==> src/rtl/core/u8idv_pkg.sv <==
// Shared types and constants for the UTF-8 identifier validator.
// No dependencies; used by u8idv_check and utf8_identifier_validator.
`default_nettype none

package u8idv_pkg;

    // Identifier length limit; length of ID_SIZE bytes or more is an error
    localparam logic [7:0] ID_SIZE = 8'd128;
    localparam logic [7:0] COUNT_MAX = 8'hff;

    // Special second-byte limits selected by the lead byte
    localparam logic [2:0] LEAD_PLAIN = 3'd0;
    localparam logic [2:0] LEAD_E0    = 3'd1;
    localparam logic [2:0] LEAD_ED    = 3'd2;
    localparam logic [2:0] LEAD_F0    = 3'd3;
    localparam logic [2:0] LEAD_F4    = 3'd4;

    localparam logic [7:0] CH_SPACE     = 8'h20;
    localparam logic [7:0] CH_DOT       = 8'h2e;
    localparam logic [7:0] CH_SLASH     = 8'h2f;
    localparam logic [7:0] CH_BACKSLASH = 8'h5c;
    localparam logic [7:0] CH_DEL       = 8'h7f;

    localparam logic [7:0] LEAD2_LO = 8'hc2;
    localparam logic [7:0] LEAD2_HI = 8'hdf;
    localparam logic [7:0] LEAD3_LO = 8'he0;
    localparam logic [7:0] LEAD3_HI = 8'hef;
    localparam logic [7:0] LEAD4_LO = 8'hf0;
    localparam logic [7:0] LEAD4_HI = 8'hf4;
    localparam logic [7:0] BYTE_E0  = 8'he0;
    localparam logic [7:0] BYTE_ED  = 8'hed;
    localparam logic [7:0] BYTE_F0  = 8'hf0;
    localparam logic [7:0] BYTE_F4  = 8'hf4;
    localparam logic [7:0] SEC_A0   = 8'ha0;
    localparam logic [7:0] SEC_90   = 8'h90;

    // Decoder state carried from one byte to the next
    typedef struct packed {
        logic       error_seen;
        logic [1:0] cont_left;
        logic [2:0] lead_kind;
        logic       expect_second;
        logic [7:0] byte_count;
    } dec_state_t;

endpackage

`default_nettype wire

==> src/rtl/core/u8idv_check.sv <==
// Per-byte rule check and next-state logic for the identifier validator.
// Depends on u8idv_pkg.
`default_nettype none

module u8idv_check (
    input  wire u8idv_pkg::dec_state_t state_cur,
    input  wire logic [7:0]            id_byte,
    input  wire logic                  last_byte,
    output u8idv_pkg::dec_state_t      state_next,
    output logic                       valid_so_far
);

    logic       err;
    logic [7:0] count_inc;
    logic [1:0] cont_nxt;
    logic [2:0] lead_nxt;
    logic       expect_nxt;

    always_comb
    begin
        err        = state_cur.error_seen;
        cont_nxt   = state_cur.cont_left;
        lead_nxt   = state_cur.lead_kind;
        expect_nxt = state_cur.expect_second;

        if ((state_cur.byte_count == 8'd0) &&
            ((id_byte == u8idv_pkg::CH_SPACE) || (id_byte == u8idv_pkg::CH_DOT)))
        begin
            err = 1'b1;
        end

        count_inc = (state_cur.byte_count == u8idv_pkg::COUNT_MAX) ?
                    u8idv_pkg::COUNT_MAX : state_cur.byte_count + 8'd1;
        if (count_inc >= u8idv_pkg::ID_SIZE)
        begin
            err = 1'b1;
        end

        if (state_cur.cont_left != 2'd0)
        begin
            if (id_byte[7:6] != 2'b10)
            begin
                err = 1'b1;
            end
            if (state_cur.expect_second)
            begin
                if (((state_cur.lead_kind == u8idv_pkg::LEAD_E0) &&
                     (id_byte < u8idv_pkg::SEC_A0)) ||
                    ((state_cur.lead_kind == u8idv_pkg::LEAD_ED) &&
                     (id_byte >= u8idv_pkg::SEC_A0)) ||
                    ((state_cur.lead_kind == u8idv_pkg::LEAD_F0) &&
                     (id_byte < u8idv_pkg::SEC_90)) ||
                    ((state_cur.lead_kind == u8idv_pkg::LEAD_F4) &&
                     (id_byte >= u8idv_pkg::SEC_90)))
                begin
                    err = 1'b1;
                end
                expect_nxt = 1'b0;
            end
            cont_nxt = state_cur.cont_left - 2'd1;
        end
        else
        begin
            lead_nxt = u8idv_pkg::LEAD_PLAIN;
            if (!id_byte[7])
            begin
                if ((id_byte < u8idv_pkg::CH_SPACE) || (id_byte == u8idv_pkg::CH_DEL) ||
                    (id_byte == u8idv_pkg::CH_SLASH) ||
                    (id_byte == u8idv_pkg::CH_BACKSLASH))
                begin
                    err = 1'b1;
                end
            end
            else if ((id_byte >= u8idv_pkg::LEAD2_LO) && (id_byte <= u8idv_pkg::LEAD2_HI))
            begin
                cont_nxt = 2'd1;
            end
            else if ((id_byte >= u8idv_pkg::LEAD3_LO) && (id_byte <= u8idv_pkg::LEAD3_HI))
            begin
                cont_nxt = 2'd2;
                if (id_byte == u8idv_pkg::BYTE_E0)
                begin
                    lead_nxt = u8idv_pkg::LEAD_E0;
                end
                else if (id_byte == u8idv_pkg::BYTE_ED)
                begin
                    lead_nxt = u8idv_pkg::LEAD_ED;
                end
            end
            else if ((id_byte >= u8idv_pkg::LEAD4_LO) && (id_byte <= u8idv_pkg::LEAD4_HI))
            begin
                cont_nxt = 2'd3;
                if (id_byte == u8idv_pkg::BYTE_F0)
                begin
                    lead_nxt = u8idv_pkg::LEAD_F0;
                end
                else if (id_byte == u8idv_pkg::BYTE_F4)
                begin
                    lead_nxt = u8idv_pkg::LEAD_F4;
                end
            end
            else
            begin
                err = 1'b1;
            end
            expect_nxt = (cont_nxt != 2'd0);
        end

        // trailing space and truncated sequence only count at the end
        if (last_byte && ((id_byte == u8idv_pkg::CH_SPACE) || (cont_nxt != 2'd0)))
        begin
            err = 1'b1;
        end

        valid_so_far = !err;

        if (last_byte)
        begin
            state_next = '0;
        end
        else
        begin
            state_next.error_seen    = err;
            state_next.cont_left     = cont_nxt;
            state_next.lead_kind     = lead_nxt;
            state_next.expect_second = expect_nxt;
            state_next.byte_count    = count_inc;
        end
    end

endmodule

`default_nettype wire

==> src/rtl/core/utf8_identifier_validator.sv <==
// UTF-8 identifier validator: one result per byte, input register -> check -> result register.
// Throughput 1 byte per cycle while the result side accepts or has room.
// The decoder state update is the feedback loop that sets the rate.
// Both register stages move while the result side accepts or has room.
// Reset (rst_n low, asynchronous) empties both stages and clears the decoder state.
// Depends on u8idv_pkg and u8idv_check.
`default_nettype none

module utf8_identifier_validator (
    input  wire logic       clk,
    input  wire logic       rst_n,
    input  wire logic       s_tvalid,
    output logic            s_tready,
    input  wire logic [7:0] s_tdata,   // [7:0] id_byte
    input  wire logic       s_tlast,   // last_byte
    output logic            m_tvalid,
    input  wire logic       m_tready,
    output logic [7:0]      m_tdata,   // [0] valid_so_far, [7:1] zero
    output logic            m_tlast    // verdict_final
);

    logic                  in_valid_reg;
    logic [7:0]            in_byte_reg;
    logic                  in_last_reg;
    logic                  out_valid_reg;
    logic                  out_ok_reg;
    logic                  out_last_reg;
    u8idv_pkg::dec_state_t state_reg;
    u8idv_pkg::dec_state_t state_next;
    logic                  ok_next;
    logic                  advance;

    assign advance  = in_valid_reg && (!out_valid_reg || m_tready);
    assign s_tready = !in_valid_reg || advance;

    u8idv_check u_check (
        .state_cur    (state_reg),
        .id_byte      (in_byte_reg),
        .last_byte    (in_last_reg),
        .state_next   (state_next),
        .valid_so_far (ok_next)
    );

    always_ff @(posedge clk or negedge rst_n)
    begin
        if (!rst_n)
        begin
            in_valid_reg  <= 1'b0;
            out_valid_reg <= 1'b0;
            state_reg     <= '0;
        end
        else
        begin
            if (s_tready)
            begin
                in_valid_reg <= s_tvalid;
            end
            if (advance)
            begin
                out_valid_reg <= 1'b1;
                state_reg     <= state_next;
            end
            else if (m_tready)
            begin
                out_valid_reg <= 1'b0;
            end
        end
    end

    always_ff @(posedge clk)
    begin
        if (s_tready && s_tvalid)
        begin
            in_byte_reg <= s_tdata;
            in_last_reg <= s_tlast;
        end
        if (advance)
        begin
            out_ok_reg   <= ok_next;
            out_last_reg <= in_last_reg;
        end
    end

    assign m_tvalid = out_valid_reg;
    assign m_tdata  = {7'd0, out_ok_reg};
    assign m_tlast  = out_last_reg;

    // state clears after the last byte of an identifier is checked
    a_clear_after_last: assert property (@(posedge clk) disable iff (!rst_n)
        (advance && in_last_reg) |=> (state_reg == '0))
        else $error("decoder state not cleared after last byte");

    // a recorded error sticks into the next verdict
    a_error_sticky: assert property (@(posedge clk) disable iff (!rst_n)
        (advance && state_reg.error_seen) |=> !m_tdata[0])
        else $error("sticky error lost");

    // input side only stalls when both stages are full and the output is blocked
    a_stall_reason: assert property (@(posedge clk) disable iff (!rst_n)
        !s_tready |-> (in_valid_reg && out_valid_reg && !m_tready))
        else $error("input stalled without backpressure");

    // a continuation count of zero never expects a second byte
    a_expect_cont: assert property (@(posedge clk) disable iff (!rst_n)
        state_reg.expect_second |-> (state_reg.cont_left != 2'd0))
        else $error("second-byte flag without open sequence");

endmodule

`default_nettype wire

==> config.mk <==
export PLATFORM = sky130hd
export DESIGN_NAME = utf8_identifier_validator
export DESIGN_NICKNAME = d
export VERILOG_FILES = /design/src/rtl/core/u8idv_pkg.sv /design/src/rtl/core/u8idv_check.sv /design/src/rtl/core/utf8_identifier_validator.sv
export SDC_FILE = /design/constraint.sdc
export NUM_CORES = 1
export LEC_CHECK = 0
export BUFFER_PORTS_ARGS = -buffer_cell sky130_fd_sc_hd__buf_2
export CAP_MARGIN = 20
export CORE_MARGIN = 2
export CORE_UTILIZATION = 35
export DETAILED_ROUTE_END_ITERATION = 8
export SYNTH_ARGS = -nofsm -noshare
export SYNTH_HDL_FRONTEND = slang
export SYNTH_SLANG_ARGS = --single-unit
==> constraint.sdc <==
create_clock -name clk -period 2 [get_ports clk]
set_input_delay 0.4 -clock clk [delete_from_list [all_inputs] [get_ports clk]]
set_output_delay 0.4 -clock clk [all_outputs]
set_load 0.05 [all_outputs]
# Word-level counts from Yosys, hierarchy flattened
# Index checks and enable logic that the tools add are counted.
# word_totals
regBits	28
elab_cells	103
out_inout_bits	11
# op_classes
reduce_logical	30
eq_ne	16
n_mux	32
n_lt_le_gt_ge	12
addsub	2
# ops
operator	count
greater-or-equal comparator 8 bit (second input constant)	6
== test 8 bit (second input constant)	5
== test 8 x 6 -> 1 bit (second input constant)	3
<= comparator 8 bit (second input constant)	3
2-to-1 mux 3 bit	8
== test 8 x 7 -> 1 bit (second input constant)	2
less-than comparator 8 bit (second input constant)	2
2-to-1 mux 1 bit	15
2-to-1 mux 15 bit	1
2-to-1 mux 2 bit	7
logical AND 1 bit	11
logical OR 1 bit	10
adder 8 x 1 -> 8 bit (second input constant)	1
logical NOT 8 bit	1
less-than comparator 8 x 6 -> 1 bit (second input constant)	1
2-to-1 mux 8 bit	1
nonzero test 2 bit	4
== test 3 x 2 -> 1 bit (second input constant)	2
inequality test 2 bit (second input constant)	2
== test 3 x 1 -> 1 bit (second input constant)	1
== test 3 bit (second input constant)	1
logical NOT 1 bit	3
AND reduction 2 bit	1
subtractor 2 x 1 -> 2 bit (second input constant)	1

# Longest topological paths before layout
# depth
depth_word	13
ltp_mapped	6
depth_no_buf	6

# Modules after synthesis
# A second synthesis with hierarchy kept.
# unflattened
hier_cells	159
hier_area_um2	1706.6
# modules_own_cells
module	instances	seq_area_each_um2	area_each_um2	cells_each
utf8_identifier_validator	1	755.7	1098.6	60
u8idv_check	1	0.0	608.1	99

# Least setup slack after synthesis
# No wires, ideal clock.
# synth_path
path_type	register to register
startpoint	register out_valid_reg (netlist: m_tvalid)
endpoint	register in_byte_reg[0] (enable)
path_stages_with_launch	3
slack_ps	95
t_arrival_ps	1621
path_buffers	0
cell_sequence	dfrtp_1 > nand3b_1 > and2_1
# synth_between
elab_chain_len	5
# synth_lines
item	line_no	rtl
from (decl)	utf8_identifier_validator.sv:25	logic out_valid_reg;
from (signal assigned)	utf8_identifier_validator.sv:49	out_valid_reg <= 1'b0;
from (signal assigned)	utf8_identifier_validator.sv:60	out_valid_reg <= 1'b1;
from (signal assigned)	utf8_identifier_validator.sv:65	out_valid_reg <= 1'b0;
logical NOT 1 bit	utf8_identifier_validator.sv:33	assign advance = in_valid_reg && (!out_valid_reg || m_tready);
logical OR 1 bit	utf8_identifier_validator.sv:33	
logical AND 1 bit	utf8_identifier_validator.sv:33	
logical OR 1 bit	utf8_identifier_validator.sv:34	assign s_tready = !in_valid_reg || advance;
named net s_tready	utf8_identifier_validator.sv:13	output logic s_tready,
logical AND 1 bit	utf8_identifier_validator.sv:72	if (s_tready && s_tvalid)
to (signal assigned)	utf8_identifier_validator.sv:74	in_byte_reg <= s_tdata;
to (decl)	utf8_identifier_validator.sv:23	logic [7:0] in_byte_reg;
# The timed path passes the listed nets, and every way through them passes these cells.
# A chain may end at the register's enable or synchronous reset.

# Worst setup path after layout
# layout_path
startpoint	register in_byte_reg[5]
endpoint	register state_reg[14] (netlist bit)
# layout_between
elab_chain_len	13
# layout_lines
item	line_no	rtl
greater-or-equal comparator 8 bit or <= comparator 8 bit (tied branches)	u8idv_check.sv:90	else if ((id_byte >= u8idv_pkg::LEAD4_LO) && (id_byte <= u8idv_pkg::LEAD4_HI))
logical AND 1 bit	u8idv_check.sv:90	
2-to-1 mux 2 bit	u8idv_check.sv:90	
2-to-1 mux 2 bit	u8idv_check.sv:78	else if ((id_byte >= u8idv_pkg::LEAD3_LO) && (id_byte <= u8idv_pkg::LEAD3_HI))
2-to-1 mux 2 bit	u8idv_check.sv:74	else if ((id_byte >= u8idv_pkg::LEAD2_LO) && (id_byte <= u8idv_pkg::LEAD2_HI))
2-to-1 mux 2 bit	u8idv_check.sv:65	if (!id_byte[7])
2-to-1 mux 2 bit (2 in a row)	u8idv_check.sv:39	if (state_cur.cont_left != 2'd0)
nonzero test 2 bit	u8idv_check.sv:110	if (last_byte && ((id_byte == u8idv_pkg::CH_SPACE) || (cont_nxt != 2'd0)))
logical OR 1 bit	u8idv_check.sv:110	
logical AND 1 bit	u8idv_check.sv:110	
2-to-1 mux 1 bit *	u8idv_check.sv:110	
2-to-1 mux 15 bit *	u8idv_check.sv:117	if (last_byte)
to (signal assigned)	utf8_identifier_validator.sv:61	state_reg <= state_next;
to (decl)	utf8_identifier_validator.sv:28	u8idv_pkg::dec_state_t state_reg;
# Mark *: on every way between the ends. The rest lies on a longest branch, timed or not. The select of a mux whose other input is x is not followed.

==> metrics.md <==
| Metric | Value |
|---|---|
| Vias in the first global route | 1195 |
| Reg power frac | 49.4% |
| Clk Latency, worst-skew pair | 280 ps |
| Antenna Nets Post-Route | 0 |
| Sw Share | 28.9% |
| Post-synth EDFFs | 11 |
| NumNets Final | 195 |
| Period minus WS final | 1830 ps |
| Avg Inst Size Synth | 9.96 um^2 |
| Final core occ | 40.5% |
| Fin. Hold Viols | 0 |
| Seq cells post-synth | 28 |
| Critical Path End Type | flop |
| Max Cap Viol | 0 |
| Post-Syn Instances | 165 |
| IO buf count | 16 |
| Async SR Flop Fraction | 60.7% |
| Starting density of the core | 37.0% |
| Hold WC Path Type | primary input to asynchronous set/reset pin |
| First drt pass iteration count | 4 |
| Final TNS setup | 0 ps |
| Synth Cell Area | 1640 um^2 |
| Int Power | 1.00 mW |
| Row cnt | 24 |
| Critical Path Fanout Max | 9 |
| Vias per cell | 5.63 |
| Layout cells sized above 1 | 20.1% |
| Initial antenna violation count | 0 |
| Top FF cell, synth | dfrtp_1 |
| DRT Wirelength | 3300 um |
| First-pass GRT wire length | 5640 um |
| Fin area | 1800 um^2 |
| Static leakage | 0.747 nW |
| # diodes | 0 |
| H-Tree Depth | 1 |
| Status | complete, no violations |
| Buf/Inv on CP | 0 |
| Core Footprint | 4440 um^2 |
| Path type of the worst setup path | flop to flop |
| Critical path data arrival time | 2010 ps |
| Maximum clock insertion buffer count | 2 |
| Root Driver | clkbuf_8 |
| Residual DRC count | 0 |
| Crit-path max cell delay | 570 ps |
| Post-CTS Resized | 0 |
| Cells after DPL | 227 |
| CTS tree | yes |
| Placed cell areas | 1730 um^2 |
| Power Density | 782 nW/um^2 |
| Clock Sinks | 28 |
| Total clock buffers created by CTS | 3 |
| Peak VDD IR | 307 uV |
| Delay-heaviest family, CP | simple AND/OR/NAND/NOR gates |
| Largest net degree at the start of global routing | 18 |
| Clk_skew | 5.12 ps |
| Chip width | 72.5 um |
| Comb pwr share | 18.4% |
| Max reg flops | 15 |
| Ys Warns | 0 |
| RSZ-0062 raised after global routing | false |
| Buffer count from post-CTS setup fixing | 0 |
| Sw Pwr | 406 uW |
| Required time of the worst setup path | 2180 ps |
| Setup crit start kind | flop |
| Post-synth cell types | 52 |
| # setup viols final | 0 |
| Achievable frequency | 546 MHz |
| Sequential standard cell area | 756 um^2 |
| Clock Power Share | 32.2% |
| Seq/Total Area, Yosys | 46.0% |
| Dpl hpwl | 2410 um |
| Initial DRC count | 105 |
| Fillers | 428 |
| Multi-input gate area | 762 um^2 |
| DR WL/cell | 14.3 um |
| Fin cells | 231 |
| Die height | 72.5 um |
| Boundary pin count | 24 |
| Worst-path cell chain | nand3_1 -> and3b_1 -> nor2_1 -> or3_1 -> o21a_1 |
| Slowest-stage cell, CP | edfxtp_1 |
| Die area | 5260 um^2 |
| GPL Wtd Cong | 0.857 |
| Vias | 1300 |
| R2R Setup Slk | 170 ps |
| Clock slew seen by the registers of the worst setup and hold paths | 100 ps |
| Part of the cycle the worst path needs | 91.6% |
| Overall fraction of global-route tracks in use | 13.8% |
| Area growth syn-to-layout | 9.59% |
| Final Max Slew Viols | 0 |
| Remaining Overflow, GRT | 0 |
[power by group through the flow]
| stage | Clock, mW | Sequential [mW] | Combinational [mW] |
|---|---|---|---|
| CTS | 0.464 | 0.693 | 0.259 |
| floorplan | 0 | 0.696 | 0.214 |
| global placement | 0 | 0.703 | 0.253 |
| detailed placement | 0 | 0.705 | 0.258 |
| finish | 0.454 | 0.695 | 0.259 |
| global route | 0.487 | 0.702 | 0.288 |
[layout make-up]
cell class / instances / area share (%)
clock buffer: 3 / 2.29
sequential: 28 / 41.9
clock inverter: 1 / 1.67
multi-input combinational: 118 / 42.3
tap: 52 / 3.61
inverter: 8 / 1.67
timing repair buffer: 21 / 6.53
[final timing paths]
path | from | endpoint | depth (start not counted)
max in group asynchronous | rst_n | state_reg[14] | 1
min reg2reg | in_valid_reg | m_tvalid | 1
min in group clk | s_tdata[1] | in_byte_reg[1] | 1
min | rst_n | state_reg[10] | 1
max | in_byte_reg[5] | state_reg[14] | 5
max reg2reg | in_byte_reg[5] | state_reg[14] | 5
[through the flow]
step	total power [mW]	hold slack [ps]	worst slack [ps]
finish	1.41	28.3	169
floorplan	0.910	104	95.5
detailed placement	0.964	357	109
global placement	0.956	344	173
global route	1.48	53.5	30.3
CTS	1.42	32.7	86.9
[cell families after synthesis]
family | Yosys count | synth area share (%)
buffers and inverters | 25 | 9.06
flip-flops | 28 | 46.0
AND/OR/NAND/NOR | 58 | 21.2
multiplexers | 1 | 0.609
XOR/XNOR | 2 | 1.07
other | 1 | 0.228
adder cells (fa/ha/maj) | 2 | 1.52
AO/OA/AOI/OAI | 48 | 20.3
[cell usage in the layout, fill, tap and decap left out, types with 2 or more instances in the layout]
master and count:
dfrtp_1 17, buf_2 16, a21oi_1 14, nor2_1 11, edfxtp_1 11, nand2_1 8
o21ai_0 8, inv_1 7, conb_1 7, nand3_1 6, nand2b_1 5, a31oi_1 5
buf_4 5, nand4_1 4, and2_1 3, nor4b_1 3, o22a_1 3, clkbuf_8 3
nand3b_1 2, nor3_2 2, o21a_1 2, nor3_1 2, nor4_1 2, o41ai_1 2
a31o_2 2, a22o_1 2, ha_1 2
[worst register-to-register path: stages (launching register included)]
cell	delay, ps
edfxtp_1	570
nand3_1	250
and3b_1	300
nor2_1	80
or3_1	360
o21a_1	170
[synthesized netlist by cell type, types with 2 or more instances]
library cell,n,share of area [%]
buf_4,8,3.7
nand4_1,4,1.5
a31oi_1,5,1.9
o21ai_0,8,2.4
nor3_2,2,1.2
nand2b_1,5,1.9
edfxtp_1,11,20
nand2_1,8,1.8
dfrtp_1,17,26
clkbuf_1,4,0.91
buf_6,3,2.1
nor2_1,11,2.5
a21oi_1,14,4.3
nor4b_1,3,1.6
inv_1,7,1.6
nor3_1,2,0.61
nand3_1,6,1.8
buf_2,2,0.61
o21a_1,2,0.91
nor4_1,2,0.76
a31o_2,2,1.1
o41ai_1,2,1.1
a22o_1,2,1.1
and2_1,3,1.1
nand3b_1,2,0.91
ha_1,2,1.5
o22a_1,3,1.6
[what timing repair did]
item	in CTS	in global routing
endpoints found under the setup margin	0	1
hold endpoints to repair	0	0
hold buffers	0	0
[layer usage]
layer | wire [um] | GRT usage, %
met1 | 1530 | 19.4
met2 | 1490 | 20.7
met3 | 201 | 1.81
met4 | 80 | 7.20
met5 | 0 | 0
Note: power is estimated with default switching activity, not from simulation.
